==> src/rtl/jaac_pkg.sv <==
// Joystick axis autocalibration: shared widths, constants, register indexes
// and the command/status structs between controller and datapath.
// No dependencies.
package jaac_pkg;

  localparam int SAMPLE_W    = 8;
  localparam int COUNT_W     = 5;
  localparam int CAP_W       = 4;
  localparam int NUM_W       = 16;
  localparam int SCALE_SHIFT = 7;
  localparam int DIV_STEPS   = NUM_W;
  localparam int STEP_W      = $clog2(DIV_STEPS);
  localparam int REG_IDX_W   = 1;
  localparam int CFG_DATA_W  = 4;

  localparam logic [SAMPLE_W-1:0] CENTER_VALUE  = 8'd128;
  localparam logic [SAMPLE_W-1:0] FULL_SCALE    = 8'd255;
  localparam logic [CAP_W-1:0]    CAPTURE_RESET = 4'd10;

  typedef logic [REG_IDX_W-1:0] reg_idx_t;
  localparam reg_idx_t REG_REMAP_ENABLE  = 1'd0;
  localparam reg_idx_t REG_CAPTURE_INDEX = 1'd1;

  typedef struct packed {
    logic load_sample;
    logic update_state;
    logic div_load;
    logic div_step;
    logic load_out;
  } jaac_cmd_t;

  typedef struct packed {
    logic remap_enable;
    logic out_free;
  } jaac_status_t;

endpackage

==> src/rtl/jaac_div.sv <==
// Restoring divider, one quotient bit per step (16-bit by 8-bit).
// Depends on jaac_pkg.
module jaac_div
  import jaac_pkg::*;
(
  input  logic                clk,
  input  logic                load,
  input  logic                step,
  input  logic [NUM_W-1:0]    num,
  input  logic [SAMPLE_W-1:0] den,
  output logic [NUM_W-1:0]    quo
);

  logic [SAMPLE_W-1:0] rem;
  logic [SAMPLE_W-1:0] den_q;
  logic [SAMPLE_W:0]   shifted;
  logic [SAMPLE_W+1:0] trial;

  assign shifted = {rem, quo[NUM_W-1]};
  assign trial   = {1'b0, shifted} - {2'b00, den_q};

  always_ff @(posedge clk) begin
    if (load) begin
      rem   <= '0;
      quo   <= num;
      den_q <= den;
    end else if (step) begin
      if (!trial[SAMPLE_W+1]) begin
        rem <= trial[SAMPLE_W-1:0];
        quo <= {quo[NUM_W-2:0], 1'b1};
      end else begin
        rem <= shifted[SAMPLE_W-1:0];
        quo <= {quo[NUM_W-2:0], 1'b0};
      end
    end
  end

endmodule

==> src/rtl/jaac_datapath.sv <==
// Datapath: config registers, sample/counter/min/center/max state, per-axis
// dividers, result scaling and the output register. Depends on jaac_pkg, jaac_div.
module jaac_datapath
  import jaac_pkg::*;
#(
  parameter int AXIS_COUNT = 2
) (
  input  logic                           clk,
  input  logic                           rst,
  input  jaac_cmd_t                      cmd,
  output jaac_status_t                   status,
  input  logic                           cfg_valid,
  input  reg_idx_t                       cfg_index,
  input  logic [CFG_DATA_W-1:0]          cfg_data,
  input  logic [AXIS_COUNT*SAMPLE_W-1:0] s_tdata,
  output logic                           m_tvalid,
  input  logic                           m_tready,
  output logic [AXIS_COUNT*SAMPLE_W-1:0] m_tdata
);

  logic                           remap_enable;
  logic [CAP_W-1:0]               capture_index;
  logic [COUNT_W-1:0]             count;
  logic [COUNT_W-1:0]             count_inc;
  logic [COUNT_W-1:0]             count_next;
  logic                           capture;
  logic                           bypass;
  logic [AXIS_COUNT*SAMPLE_W-1:0] smp;
  logic [AXIS_COUNT*SAMPLE_W-1:0] result;

  always_ff @(posedge clk) begin
    if (rst) begin
      remap_enable  <= 1'b0;
      capture_index <= CAPTURE_RESET;
    end else if (cfg_valid) begin
      case (cfg_index)
        REG_REMAP_ENABLE:  remap_enable  <= cfg_data[0];
        REG_CAPTURE_INDEX: capture_index <= cfg_data[CAP_W-1:0];
        default: ;
      endcase
    end
  end

  // count up to the capture index, capture once, then park at index + 1
  always_comb begin
    count_inc  = (count < {1'b0, capture_index}) ? count + 1'b1 : count;
    capture    = (count_inc == {1'b0, capture_index});
    count_next = capture ? {1'b0, capture_index} + 1'b1 : count_inc;
  end

  always_ff @(posedge clk) begin
    if (rst) begin
      count <= '0;
    end else if (cmd.update_state) begin
      count <= count_next;
    end
  end

  always_ff @(posedge clk) begin
    if (cmd.load_sample) begin
      smp    <= s_tdata;
      bypass <= !remap_enable;
    end
  end

  for (genvar a = 0; a < AXIS_COUNT; a++) begin : g_axis
    logic [SAMPLE_W-1:0] v;
    logic [SAMPLE_W-1:0] lo;
    logic [SAMPLE_W-1:0] mid;
    logic [SAMPLE_W-1:0] hi;
    logic [SAMPLE_W-1:0] diff;
    logic [SAMPLE_W-1:0] den;
    logic [NUM_W-1:0]    num;
    logic [NUM_W-1:0]    quo;
    logic                above;
    logic                below;
    logic                above_w;
    logic                below_w;
    logic [SAMPLE_W-1:0] scaled;

    assign v = smp[a*SAMPLE_W +: SAMPLE_W];

    always_ff @(posedge clk) begin
      if (rst) begin
        lo  <= CENTER_VALUE;
        mid <= CENTER_VALUE;
        hi  <= CENTER_VALUE;
      end else if (cmd.update_state) begin
        if (capture) begin
          mid <= v;
        end
        if (v < lo) begin
          lo <= v;
        end else if (v > hi) begin
          hi <= v;
        end
      end
    end

    // numerator is ceiling-biased below center so the result floors
    always_comb begin
      above_w = (v > mid);
      below_w = (v < mid);
      diff    = above_w ? v - mid : mid - v;
      den     = above_w ? hi - mid : mid - lo;
      num     = {{(NUM_W-SAMPLE_W-SCALE_SHIFT){1'b0}}, diff, {SCALE_SHIFT{1'b0}}};
      if (!above_w) begin
        num = num + {{(NUM_W-SAMPLE_W){1'b0}}, den} - 1'b1;
      end
    end

    always_ff @(posedge clk) begin
      if (cmd.div_load) begin
        above <= above_w;
        below <= below_w;
      end
    end

    jaac_div u_div (
      .clk  (clk),
      .load (cmd.div_load),
      .step (cmd.div_step),
      .num  (num),
      .den  (den),
      .quo  (quo)
    );

    always_comb begin
      if (bypass) begin
        scaled = v;
      end else if (above) begin
        scaled = (quo > NUM_W'(CENTER_VALUE - 1'b1)) ? FULL_SCALE
                                                     : {1'b1, quo[SAMPLE_W-2:0]};
      end else if (below) begin
        scaled = (quo > NUM_W'(CENTER_VALUE)) ? '0
                 : SAMPLE_W'({1'b0, CENTER_VALUE} - {1'b0, quo[SAMPLE_W-1:0]});
      end else begin
        scaled = CENTER_VALUE;
      end
    end

    assign result[a*SAMPLE_W +: SAMPLE_W] = scaled;
  end

  always_ff @(posedge clk) begin
    if (rst) begin
      m_tvalid <= 1'b0;
    end else if (cmd.load_out) begin
      m_tvalid <= 1'b1;
    end else if (m_tready) begin
      m_tvalid <= 1'b0;
    end
  end

  always_ff @(posedge clk) begin
    if (cmd.load_out) begin
      m_tdata <= result;
    end
  end

  assign status.remap_enable = remap_enable;
  assign status.out_free     = !m_tvalid || m_tready;

endmodule

==> src/rtl/jaac_ctrl.sv <==
// Controller: sequences accept, state update, divider load, divide steps
// and output load. Depends on jaac_pkg.
module jaac_ctrl
  import jaac_pkg::*;
(
  input  logic         clk,
  input  logic         rst,
  input  logic         s_tvalid,
  output logic         s_tready,
  input  jaac_status_t status,
  output jaac_cmd_t    cmd
);

  typedef enum logic [2:0] {
    ST_IDLE,
    ST_UPDATE,
    ST_START,
    ST_DIVIDE,
    ST_DONE
  } state_t;

  state_t            state;
  state_t            state_next;
  logic [STEP_W-1:0] iter;
  logic [STEP_W-1:0] iter_next;

  always_comb begin
    cmd        = '0;
    state_next = state;
    iter_next  = iter;
    s_tready   = (state == ST_IDLE);
    case (state)
      ST_IDLE: begin
        if (s_tvalid) begin
          cmd.load_sample = 1'b1;
          state_next      = status.remap_enable ? ST_UPDATE : ST_DONE;
        end
      end
      ST_UPDATE: begin
        cmd.update_state = 1'b1;
        state_next       = ST_START;
      end
      ST_START: begin
        cmd.div_load = 1'b1;
        iter_next    = '0;
        state_next   = ST_DIVIDE;
      end
      ST_DIVIDE: begin
        cmd.div_step = 1'b1;
        iter_next    = iter + 1'b1;
        if (iter == STEP_W'(DIV_STEPS - 1)) begin
          state_next = ST_DONE;
        end
      end
      ST_DONE: begin
        if (status.out_free) begin
          cmd.load_out = 1'b1;
          state_next   = ST_IDLE;
        end
      end
      default: state_next = ST_IDLE;
    endcase
  end

  always_ff @(posedge clk) begin
    if (rst) begin
      state <= ST_IDLE;
      iter  <= '0;
    end else begin
      state <= state_next;
      iter  <= iter_next;
    end
  end

endmodule

==> src/rtl/joystick_axis_autocalibrate_top.sv <==
// Joystick axis autocalibration: input stream in, rescaled stream out.
// Usage:
//   s_tdata carries one 8-bit sample per axis (axis 0 in the low byte).
//   m_tdata carries one 8-bit calibrated value per axis in the same order.
//   cfg channel: index 0 = remap_enable, index 1 = center_capture_index;
//   cfg_ready is always high, write only while no item is in flight.
// Sequence with remapping on: input transfer, state update, divider load,
//   16 divide steps, output load, then m_tvalid; with remapping off the output
//   load follows the input transfer with no state update or division. One item
//   is worked on at a time, so a new item is accepted only once the last one's
//   result is loaded; the 16-step restoring divider runs in parallel on every axis.
// The output register decouples the sides: the next item is accepted and
//   computed while a result waits; a stalled receiver holds m_tdata and
//   only blocks the following result from loading.
// Reset (rst, synchronous): min/center/max return to 128, sample count to 0,
//   remap_enable to 0, capture index to 10, output empty.
// Depends on jaac_pkg, jaac_ctrl, jaac_datapath, jaac_div.
module joystick_axis_autocalibrate_top
  import jaac_pkg::*;
#(
  parameter int AXIS_COUNT = 2
) (
  input  logic                           clk,
  input  logic                           rst,
  input  logic                           s_tvalid,
  output logic                           s_tready,
  input  logic [AXIS_COUNT*SAMPLE_W-1:0] s_tdata,   // x_sample, y_sample, ...
  output logic                           m_tvalid,
  input  logic                           m_tready,
  output logic [AXIS_COUNT*SAMPLE_W-1:0] m_tdata,   // x_scaled, y_scaled, ...
  input  logic                           cfg_valid,
  output logic                           cfg_ready,
  input  reg_idx_t                       cfg_index,
  input  logic [CFG_DATA_W-1:0]          cfg_data
);

  jaac_cmd_t    cmd;
  jaac_status_t status;

  assign cfg_ready = 1'b1;

  jaac_ctrl u_ctrl (
    .clk      (clk),
    .rst      (rst),
    .s_tvalid (s_tvalid),
    .s_tready (s_tready),
    .status   (status),
    .cmd      (cmd)
  );

  jaac_datapath #(
    .AXIS_COUNT (AXIS_COUNT)
  ) u_datapath (
    .clk       (clk),
    .rst       (rst),
    .cmd       (cmd),
    .status    (status),
    .cfg_valid (cfg_valid && cfg_ready),
    .cfg_index (cfg_index),
    .cfg_data  (cfg_data),
    .s_tdata   (s_tdata),
    .m_tvalid  (m_tvalid),
    .m_tready  (m_tready),
    .m_tdata   (m_tdata)
  );

endmodule

==> config.mk <==
export PLATFORM = sky130hd
export DESIGN_NAME = joystick_axis_autocalibrate_top
export DESIGN_NICKNAME = d
export VERILOG_FILES = /design/src/rtl/jaac_pkg.sv /design/src/rtl/jaac_div.sv /design/src/rtl/jaac_datapath.sv /design/src/rtl/jaac_ctrl.sv /design/src/rtl/joystick_axis_autocalibrate_top.sv
export SDC_FILE = /design/constraint.sdc
export NUM_CORES = 1
export LEC_CHECK = 0
export BUFFER_PORTS_ARGS = -buffer_cell sky130_fd_sc_hd__buf_2
export CAP_MARGIN = 10
export CELL_PAD_IN_SITES_DETAIL_PLACEMENT = 1
export CELL_PAD_IN_SITES_GLOBAL_PLACEMENT = 1
export CORE_UTILIZATION = 44
export DETAILED_ROUTE_END_ITERATION = 8
export HOLD_SLACK_MARGIN = 0.03
export PLACE_DENSITY_LB_ADDON = 0.1
export SLEW_MARGIN = 20
export SYNTH_ARGS = -nofsm -noshare
export SYNTH_HDL_FRONTEND = slang
export SYNTH_SLANG_ARGS = --single-unit
==> constraint.sdc <==
create_clock -name clk -period 4.42 [get_ports clk]
set_input_delay 0.884 -clock clk [delete_from_list [all_inputs] [get_ports clk]]
set_output_delay 0.884 -clock clk [all_outputs]
set_load 0.05 [all_outputs]
==> Yosys cells after proc, flatten, opt, wreduce, memory -nomap -nowiden <==
Index checks and enable logic that the tools add are counted.
{ "totals": {"reg_bits": 167, "inputBits": 26, "word_cells": 125, "output_inout_bits": 19} }
{ "classes": {"n_mux": 41, "n_reduce_logical": 15, "order_cmp": 13, "eq_ne": 9, "bitwise": 3, "n_addsub": 19} }
{ "op_table": {"columns": ["cell", "n"], "rows": [
  ["$mux 8", 14],
  ["$mux 16", 6],
  ["$sub 8x8->8", 8],
  ["$add 15x8->16", 2],
  ["$gt 16x7->1 const B", 2],
  ["$gt 16x8->1 const B", 2],
  ["$gt 8x8->1", 4],
  ["$lt 8x8->1", 4],
  ["$sub 16x1->16 const B", 2],
  ["$sub 9x8->10", 2],
  ["$sub 8x8->8 const A", 2],
  ["$pmux 3 s5", 1],
  ["$mux 7", 2],
  ["$mux 3", 4],
  ["$mux 1", 11],
  ["$mux 5", 2],
  ["$reduce_and 2->1", 5],
  ["$reduce_and 3->1", 3],
  ["$pmux 4 s2", 1],
  ["$eq 3x2->1 const B", 2],
  ["$reduce_bool 2->1", 3],
  ["$add 4x1->5 const B", 1],
  ["$add 5x1->5 const B", 1],
  ["$eq 5x4->1", 1],
  ["11 further kinds", 15]
]} }

==> Longest topological paths before layout <==
Gate-level depths: netlist (run 1).
{ "depth": {"depth_word": 6, "mapped_depth": 24, "depth_no_buf": 24} }

==> Hierarchy <==
A second synthesis (run 1) with hierarchy kept.
{ "hier_totals": {"cells_unflattened": 1469, "area_unflattened_um2": 13198.9} }
{ "by_module_without_submodules": {"columns": ["module", "area_per_inst_um2", "cells_per_inst", "seq_area_each_um2", "n_inst"], "rows": [
  ["jaac_datapath", 9457.8, 1143, 2292.2, 1],
  ["jaac_div at u_datapath.g_axis[1].u_div", 1666.6, 136, 880.8, 1],
  ["jaac_div at u_datapath.g_axis[0].u_div", 1662.8, 139, 880.8, 1],
  ["jaac_ctrl", 400.4, 49, 140.1, 1],
  ["joystick_axis_autocalibrate_top", 11.3, 2, 0.0, 1]
]} }

==> Least setup slack after synthesis (run 1) <==
No wires, ideal clock.
{ "synth_timing": {"kind": "register -> register", "from": "register u_datapath.smp[0]", "to": "register u_datapath.g_axis[0].u_div.quo[12] (data pin)", "path_slack_ns": -0.311, "setup_time_ns": 0.261, "synth_period_minus_slack_ns": 4.731, "t_required_ns": 4.159, "arrival_ns": 4.470, "path_stages_with_launch": 24, "path_buffers": 3, "cell_sequence": "edfxtp_1 inv_1 ha_1 inv_1 fa_1 nand3_1 a21o_1 a21o_1 buf_6 inv_8 clkbuf_1 clkbuf_1 nor2_1 nor2_1 inv_1 ha_1 o21a_1 o21a_1 a211oi_4 o21ai_2 and3_4 a311oi_4 xnor2_1 a221o_1"} }
{ "synth_between": {"elab_chain_cells": 6, "elab_cells_between_ends": 9, "classes_between": "add/sub: 4; order compare: 1; mux: 4"} }
{ "synth_rtl": {"columns": ["element", "line_no", "rtl"], "rows": [
  ["from (decl)", "jaac_datapath.sv:28", "logic [AXIS_COUNT*SAMPLE_W-1:0] smp;"],
  ["from (signal assigned)", "jaac_datapath.sv:61", "smp <= s_tdata;"],
  ["$gt 8x8->1", "jaac_datapath.sv:102", "above_w = (v > mid);"],
  ["via u_datapath.g_axis[0].above_w", "jaac_datapath.sv:77", "logic above_w;"],
  ["$mux 8", "jaac_datapath.sv:105", "den = above_w ? hi - mid : mid - lo;"],
  ["via u_datapath.g_axis[0].den[4]", "jaac_datapath.sv:72", "logic [SAMPLE_W-1:0] den;"],
  ["$add 15x8->16", "jaac_datapath.sv:108", "num = num + {{(NUM_W-SAMPLE_W){1'b0}}, den} - 1'b1;"],
  ["$sub 16x1->16", "jaac_datapath.sv:108", null],
  ["$mux 16", "jaac_datapath.sv:107", "if (!above_w) begin"],
  ["$mux 16", "jaac_div.sv:23", "if (load) begin"],
  ["to (signal assigned)", "jaac_div.sv:25", "quo <= num;"],
  ["to (signal assigned)", "jaac_div.sv:30", "quo <= {quo[NUM_W-2:0], 1'b1};"],
  ["to (signal assigned)", "jaac_div.sv:33", "quo <= {quo[NUM_W-2:0], 1'b0};"],
  ["to (decl)", "jaac_div.sv:11", "output logic [NUM_W-1:0] quo"]
]} }
The timed path passes the listed nets, and every way through them passes these cells.
A chain may end at the register's enable or synchronous reset.

==> Worst setup path after layout (run 1) <==
{ "layout_timing": {"from": "register u_datapath.g_axis[0].mid[0]", "to": "register u_datapath.g_axis[0].u_div.quo[12] (data pin)"} }
{ "layout_between": {"elab_chain_cells": 6, "elab_cells_between_ends": 11, "classes_between": "add/sub: 6; order compare: 1; mux: 4"} }
{ "layout_rtl": {"columns": ["element", "line_no", "rtl"], "rows": [
  ["from (decl)", "jaac_datapath.sv:69", "logic [SAMPLE_W-1:0] mid;"],
  ["from (signal assigned)", "jaac_datapath.sv:90", "mid <= v;"],
  ["$sub 8x8->8 or $gt 8x8->1 (tied branches)", "jaac_datapath.sv:105, jaac_datapath.sv:102", null],
  ["$mux 8 (*)", "jaac_datapath.sv:105", null],
  ["via u_datapath.g_axis[0].den[6]", "jaac_datapath.sv:72", null],
  ["$add 15x8->16 (*)", "jaac_datapath.sv:108", null],
  ["$sub 16x1->16 (*)", "jaac_datapath.sv:108", null],
  ["$mux 16 (*)", "jaac_datapath.sv:107", null],
  ["$mux 16 (*)", "jaac_div.sv:23", null]
]} }
Mark *: on every way through the listed nets, which the timed path passes. The rest lies on a longest branch.

==> Flow_metrics.wiki, run 1 <==
{| class="wikitable"
! Metric !! Value
|-
| CTS hold repair buffers || 0
|-
| Internal Dissipation || 6.44 mW
|-
| Number of vias after detailed routing || 11100
|-
| Drt initial violations || around 640
|-
| Synthesis warning total || 0
|-
| Prevailing post-synth register cell || edfxtp_1
|-
| Sequential share of the synthesized area || approximately a third
|-
| Worst ir drop on vdd || around 0.00053 V
|-
| Cell with the most instances on the worst path || inv_1
|-
| Mean Syn Cell Area || between 8 and 9 µm²
|-
| Share of the core filled with cells || 54.0%
|-
| Placement row count || 61
|-
| Routability congestion estimate from global placement || 0.893
|-
| Total die area || 29300 µm²
|-
| DRT Wirelength || 38200 µm
|-
| Critical path launch point type || flip-flop
|-
| Depth of the worst hold-timing path || 2
|-
| Hold path endpoint || u_datapath.g_axis[1].u_div.rem[7]$_SDFFE_PP0P_
|-
| Total cell area at the placement stage || 13900 µm²
|-
| Combined buffer and inverter count along the critical path || 4
|-
| Half-perimeter wire length after placement || just under 30000 µm
|-
| Max-slew headroom at the worst pin || around 28%
|-
| Area added between synthesis and finish || 20.1%
|-
| Final-layout setup total negative slack || 0 ps
|-
| Register share of total power || between 20% and 30%
|-
| Via count of the first global-routing pass || ~11000
|-
| Nets in the synthesized netlist || approximately 1600
|-
| Number of flip-flops and latches in the synthesized netlist || ~170
|-
| Switching part of the total power || roughly 45%
|-
| Ratio of routed vias to standard cells || about 5.6
|-
| Total of buffers placed on input and output ports || 43
|-
| Insertion delay to the later sink of the worst-skew pair || roughly 450 ps
|-
| Number of antenna repair diodes || 0
|-
| Buffer depth of the longest clock path || 2
|-
| Critical-path top delay cell || a211oi_4
|-
| Final max-slew violation count || 0
|-
| Synth Cell Area || 12600 µm²
|-
| Delay contributed by the slowest stage of the critical path || 370 ps
|-
| Sum of overflow across all layers after global routing || 0
|-
| Critical path endpoint category || flip-flop
|-
| Fraction of layout cells with a size suffix above 1 || between 10% and 20%
|-
| Final clock skew || ~14 ps
|-
| CTS tree || done
|-
| Pin count of the biggest net entering global routing || 57
|-
| Fraction of the cycle the final worst path needs || 99.3%
|-
| Share of Yosys cell area claimed by the top area cell type || slightly above 20%
|-
| Combinational cell fraction of total power || 66.2%
|-
| Summed area of non-filler cells in the final layout || about 15000 µm²
|-
| Number of detailed-routing iterations run before antenna repair || 5
|-
| Portion of total power attributed to the clock network || around 13%
|-
| Die X-Extent || 171 µm
|-
| Top cells by area in the synthesized netlist || edfxtp_1, ha_1, dfxtp_1
|-
| Setup violations, final || 0
|-
| CTS sink cnt || 167
|-
| Root Driver || clkbuf_16
|-
| Crit-path leading delay family || compound AO/OA/AOI/OAI gates
|-
| Number of flops mapped to enable cells by yosys || 85
|-
| Worst R2R End || u_datapath.g_axis[0].u_div.quo[12]$_DFFE_PP_
|-
| Largest area contributor in the netlist || edfxtp_1
|-
| Vertical die dimension || approximately 170 µm
|-
| Most common library cells after synthesis || inv_1, ha_1, a21oi_1
|-
| Setup repair after global routing missed its margin || true
|-
| Wire length of the first global-routing pass || around 59000 µm
|-
| Flop-to-flop setup slack || 30 ps
|-
| # H-tree levels || 4
|-
| Library cells used by synthesis || 74
|-
| Cell breakdown of the critical path || inv_1 -> ha_2 -> inv_1 -> fa_2 -> nand2_1 -> nand2_1 -> a21oi_2 -> o21bai_1 -> a21oi_2 -> xor2_1 -> o21ai_2 -> inv_1 -> ha_1 -> buf_4 -> o21a_1 -> a211oi_4 -> o21ai_2 -> and3_4 -> a311oi_4 -> xnor2_1 -> a221o_1
|-
| Actual transition at the worst max-transition pin || roughly 1100 ps
|-
| Maximum fanout encountered on the critical timing path || 4
|-
| Count of boundary I/O pins || 45
|-
| Number of antenna violations at the first check in global routing || 0
|-
| Initial Util || between 40% and 50%
|-
| DRC violation count after routing || 0
|-
| Worst EP required || 4620 ps
|-
| Post-Syn Instances || 1448
|-
| Lkg Pwr || approximately 6.6 nW
|-
| Cell depth of the worst flop-to-flop path || 21
|-
| Total Nets Final || between 1500 and 2000
|-
| Run status || completed
|-
| MaxCap Viol Count || 0
|-
| Cell area power density || 772 nW/µm²
|-
| Clock slew seen by the registers of the worst setup and hold paths || 70 ps
|-
| Worst Hold Launch || u_datapath.g_axis[1].u_div.rem[7]$_SDFFE_PP0P_
|-
| Class of the tightest hold or removal check || reg -> reg
|-
| Total net switching power || between 5 and 6 mW
|-
| Routed len/inst || ~19 µm
|-
| Data arrival time of the critical path || between 4000 and 5000 ps
|-
| Number of antenna-violating nets in the routed design || 0
|-
| Final hold vios || 0
|-
| Core region area || 28000 µm²
|-
| Worst reg2reg path startpoint || u_datapath.g_axis[0].mid[0]$_SDFFE_PP0P_
|-
| Fin crit period || between 4000 and 5000 ps
|-
| Proportion of synthesized flip-flops having asynchronous set or reset || 0%
|-
| Cts bufs inserted || 17
|-
| Most instantiated library cell after synthesis || inv_1
|-
| Fmax || 228 MHz
|-
| Critical path start-end classification || reg -> reg
|-
| All-layer global routing usage || 26.3%
|}
worst max path at each step:
stage | startpoint | to | depth (start not counted)
final | u_datapath.g_axis[0].mid[0]$_SDFFE_PP0P_ | u_datapath.g_axis[0].u_div.quo[12]$_DFFE_PP_ | 21
after floorplan | u_datapath.smp[0]$_DFFE_PP_ | u_datapath.g_axis[0].u_div.quo[12]$_DFFE_PP_ | 23
after CTS | u_datapath.smp[8]$_DFFE_PP_ | u_datapath.g_axis[1].u_div.quo[14]$_DFFE_PP_ | 19
after global routing | u_datapath.g_axis[0].hi[0]$_SDFFE_PP0P_ | u_datapath.g_axis[0].u_div.quo[12]$_DFFE_PP_ | 22
after detailed placement | u_datapath.g_axis[1].mid[0]$_SDFFE_PP0P_ | u_datapath.g_axis[1].u_div.quo[14]$_DFFE_PP_ | 20
after global placement | u_datapath.smp[8]$_DFFE_PP_ | u_datapath.g_axis[1].u_div.quo[14]$_DFFE_PP_ | 19
through the flow:
stage               std cells  setup WS [ps]  power [mW]  hold WS (ps)
floorplan                1448          -10.6        7.16           427
global placement         1933           -145        9.10           440
detailed placement       1933           -207        9.27           450
CTS                      1968          -36.2        11.0           469
global route             1992           -137        12.5           510
finish                   1992           28.9        11.7           464
sequential cells by signal, indices dropped and copies added, names as in the netlist, 3 cells and up:
signal                         flops
u_datapath.g_axis.u_div.rem       16
u_datapath.g_axis.hi              16
u_datapath.g_axis.mid             16
u_datapath.count                   5
u_datapath.g_axis.u_div.den_q     16
u_datapath.smp                    16
u_datapath.g_axis.lo              16
u_ctrl.state                       3
u_datapath.m_tdata                16
u_ctrl.iter                        4
u_datapath.capture_index           4
u_datapath.g_axis.u_div.quo       32
power groups by stage:
stage	combinational (mW)	clock, mW	sequential (mW)
floorplan	4.65	0	2.51
global placement	6.65	0	2.45
detailed placement	6.81	0	2.46
CTS	6.98	1.54	2.43
global route	8.46	1.59	2.48
finish	7.73	1.51	2.44
routing by layer:
metal,GRT usage (%),vias to the layer above,wire (µm)
met1,37.2,5471,18400
met5,0,-,0
met4,7.61,0,707
met2,41.8,221,17500
li1,-,5400,-
met3,3.59,44,1610
cells in the final DEF, fill, tap and decap left out, drive strengths merged, types with 23 or more instances in the layout:
cell    instances
nor3           23
a21o           40
nand2b         27
ha            138
dfxtp          82
mux2i          49
inv           165
a21oi         131
xor2           28
o21ai          65
nand3          40
buf           185
clkbuf         23
xnor2          61
nand2         122
edfxtp         85
nor2          114
worst reg2reg max path, stage by stage (launching register included):
cell,delay [ps]
dfxtp_2,350
inv_1,90
ha_2,190
inv_1,60
fa_2,350
nand2_1,80
nand2_1,60
a21oi_2,160
o21bai_1,90
a21oi_2,160
xor2_1,320
o21ai_2,150
inv_1,80
ha_1,250
buf_4,160
o21a_1,140
a211oi_4,370
o21ai_2,120
and3_4,190
a311oi_4,340
xnor2_1,130
a221o_1,290
final cells by class:
cell class	count	area, µm²
well taps	378	473
multi-input cells	1066	7940
clock inverters	9	90.1
clock buffers	23	489
inverters	164	623
fillers	3315	12900
repair buffers	185	1320
flip-flops and latches	167	4200
cells by family after synthesis:
kind of cell | count (synthesis) | synth area share [%]
AOI/OAI and AO/OA | 371 | 19.2
xor gates and xnor gates | 89 | 6.19
adders and majority gates | 149 | 15.4
buffers and inverters | 215 | 6.72
DFF | 167 | 33.3
muxes | 51 | 4.07
other | 1 | 0.0298
and+or+nand+nor | 405 | 15.2
what timing repair did:
| item | CTS | global route |
|---|---|---|
| setup buffers | 3 | 24 |
| gates resized for setup | 21 | 91 |
| pin swaps | 6 | 48 |
| setup endpoints to repair | 11 | 14 |
(Power assumes the default switching activity.)
==> run 2: changes to the inputs <==
Settings changed: CORE_UTILIZATION 44 to 45, CTS_BUF_LIST set to sky130_fd_sc_hd__clkbuf_2 sky130_fd_sc_hd__clkbuf_4 sky130_fd_sc_hd__clkbuf_8.
==> run 2 against run 1 <==
Compared with the run above: clock skew is 10 ps higher; count of clock-buffer cells in the layout down 5; setup slack got worse by 21 ps; final cell count fell by 1.3%; cell area decreased by 1.6%; fmax decreased by 0.48%; critical path depth is 4 lower; sequential power about the same; register-to-register slack got worse by 20 ps; global-route usage fell by 0.17 points.
==> Flow_metrics.wiki, run 2 (synthesized netlist as in run 1, its figures left out) <==
{| class="wikitable"
! Metric !! Value
|-
| Number of vias after detailed routing || around 11000
|-
| Run status || completed
|-
| Total of buffers placed on input and output ports || 43
|-
| Placement Setup Slack || -158 ps
|-
| Setup repair after global routing missed its margin || true
|-
| Fin crit period || 4410 ps
|-
| Final-layout setup total negative slack || 0 ps
|-
| Number of detailed-routing iterations run before antenna repair || 4
|-
| Worst hold slack || 471 ps
|-
| Fraction of layout cells with a size suffix above 1 || around a fifth
|-
| Final max-slew violation count || 0
|-
| Class of the tightest hold or removal check || reg -> reg
|-
| Critical path launch point type || flip-flop
|-
| Final clock skew || ~24 ps
|-
| Fmax || 227 MHz
|-
| Sum of overflow across all layers after global routing || 0
|-
| Die X-Extent || 169 µm
|-
| Cell area power density || around 760 nW/µm²
|-
| Most common library cell in the layout ignoring fill and taps || inv_1
|-
| Actual transition at the worst max-transition pin || 1050 ps
|-
| Via count of the first global-routing pass || 11100
|-
| Placement row count || 60
|-
| Count of boundary I/O pins || 45
|-
| Final hold vios || 0
|-
| Total Nets Final || 1756
|-
| Vertical die dimension || approximately 170 µm
|-
| Max-slew headroom at the worst pin || 28.3%
|-
| Cell breakdown of the critical path || ha_2 -> a21o_1 -> nand4_1 -> a41o_1 -> inv_2 -> buf_4 -> nand2_1 -> o21ai_1 -> inv_1 -> ha_1 -> or3_4 -> or3_4 -> o221ai_4 -> a2111oi_4 -> or4_1 -> a32oi_1 -> o21ai_1
|-
| Ratio of routed vias to standard cells || 5.59
|-
| # H-tree levels || 4
|-
| Data arrival time of the critical path || 4650 ps
|-
| DRT Wirelength || 37800 µm
|-
| Worst ir drop on vdd || 0.000313 V
|-
| CTS tree || done
|-
| Root Driver || clkbuf_8
|-
| DRC violation count after routing || 0
|-
| Number of antenna violations at the first check in global routing || 0
|-
| Critical path endpoint category || flip-flop
|-
| All-layer global routing usage || between 20% and 30%
|-
| Fraction of the cycle the final worst path needs || 99.8%
|-
| Routability congestion estimate from global placement || 0.902
|-
| Highest-count cells in the layout ignoring fill and taps || inv_1, ha_1, nand2_1
|-
| Core region area || between 20000 and 30000 µm²
|-
| Wire length of the first global-routing pass || ~58000 µm
|-
| Fillcell total || 3248
|-
| Buffer depth of the longest clock path || 2
|-
| Share of the core filled with cells || 54.8%
|-
| Drt initial violations || ~630
|-
| Number of antenna repair diodes || 0
|-
| Least setup slack across all paths after layout || 7.53 ps
|-
| Cts bufs inserted || 17
|-
| CTS hold repair buffers || 0
|-
| Crit-path leading delay family || simple AND/OR/NAND/NOR gates
|-
| Critical-path top delay cell || or4_1
|-
| Initial Util || 46.4%
|-
| Clock slew seen by the registers of the worst setup and hold paths || 100 ps
|-
| Area added between synthesis and finish || 18.1%
|-
| Combined buffer and inverter count along the critical path || 3
|-
| Maximum fanout encountered on the critical timing path || 9
|-
| Critical path start-end classification || reg -> reg
|-
| Pin count of the biggest net entering global routing || 56
|-
| Largest register FFs || 32
|-
| Routed len/inst || 19.2 µm
|-
| Total die area || 28700 µm²
|-
| Number of antenna-violating nets in the routed design || 0
|-
| MaxCap Viol Count || 0
|-
| Lkg Pwr || 6.39 nW
|-
| Worst EP required || about 4700 ps
|-
| Setup violations, final || 0
|-
| Half-perimeter wire length after placement || 28700 µm
|-
| CTS sink cnt || 167
|-
| Insertion delay to the later sink of the worst-skew pair || 490 ps
|-
| Delay contributed by the slowest stage of the critical path || approximately 510 ps
|-
| Register ranked first by flip-flop count || u_datapath.g_axis.u_div.quo
|}
-- run 2: worst reg2reg max path: cells and delay by family (launching register included) --
kind | cells | cell delay [ps]
buffers and inverters | 3 | 380
DFF | 1 | 480
AOI/OAI and AO/OA | 7 | 1150
adders and majority gates | 2 | 660
and+or+nand+nor | 5 | 1500
-- run 2: where the power goes --
part / internal, mW / total, mW / switching (mW)
logic: 3.39 / 7.65 / 4.26
registers: 2.14 / 2.43 / 0.290
clock network: 0.482 / 1.17 / 0.685
-- run 2: final timing paths --
path,start,endpoint,slack [ps],cells after the start
max reg2reg,u_datapath.smp[10]$_DFFE_PP_,u_datapath.g_axis[1].u_div.quo[14]$_DFFE_PP_,8,17
max,u_datapath.smp[10]$_DFFE_PP_,u_datapath.g_axis[1].u_div.quo[14]$_DFFE_PP_,8,17
min,u_datapath.g_axis[1].u_div.rem[7]$_SDFFE_PP0P_,u_datapath.g_axis[1].u_div.rem[7]$_SDFFE_PP0P_,470,2
min reg2reg,u_datapath.g_axis[1].u_div.rem[7]$_SDFFE_PP0P_,u_datapath.g_axis[1].u_div.rem[7]$_SDFFE_PP0P_,470,2
-- run 2: layout make-up --
| cell class | instances | area (µm²) | area share, % |
|---|---|---|---|
| multi-input cells | 1066 | 8020 | 53.9 |
| flip-flops and latches | 167 | 4210 | 28.3 |
| repair buffers | 165 | 1160 | 7.80 |
| inverters | 164 | 628 | 4.22 |
| well taps | 372 | 465 | 3.13 |
| clock buffers | 18 | 241 | 1.62 |
| clock inverters | 14 | 159 | 1.07 |
| repair inverters | 1 | 8.76 | 0.0588 |
-- run 2: what timing repair did --
action | 4_1_cts | 5_1_grt
gates resized for setup | 17 | 112
endpoints found under the hold margin | 0 | 0
buffers inserted | 2 | 28
gates cloned | 0 | 1
pin swaps | 3 | 57
setup endpoints to repair | 6 | 14
-- run 2: layer usage --
layer	global-route usage, %	part of all wire [%]
met1	37.7	50
met2	41.7	46
met3	3.43	2.8
met4	5.52	1.0
met5	0	0
-- run 2: through the flow --
step / instance area, µm² / std cells / total power, mW
global placement: 13800 / 1904 / 8.94
global route: 14900 / 1967 / 12.1
detailed placement: 13800 / 1904 / 9.12
floorplan: 12600 / 1448 / 7.16
CTS: 14200 / 1938 / 10.4
finish: 14900 / 1967 / 11.2
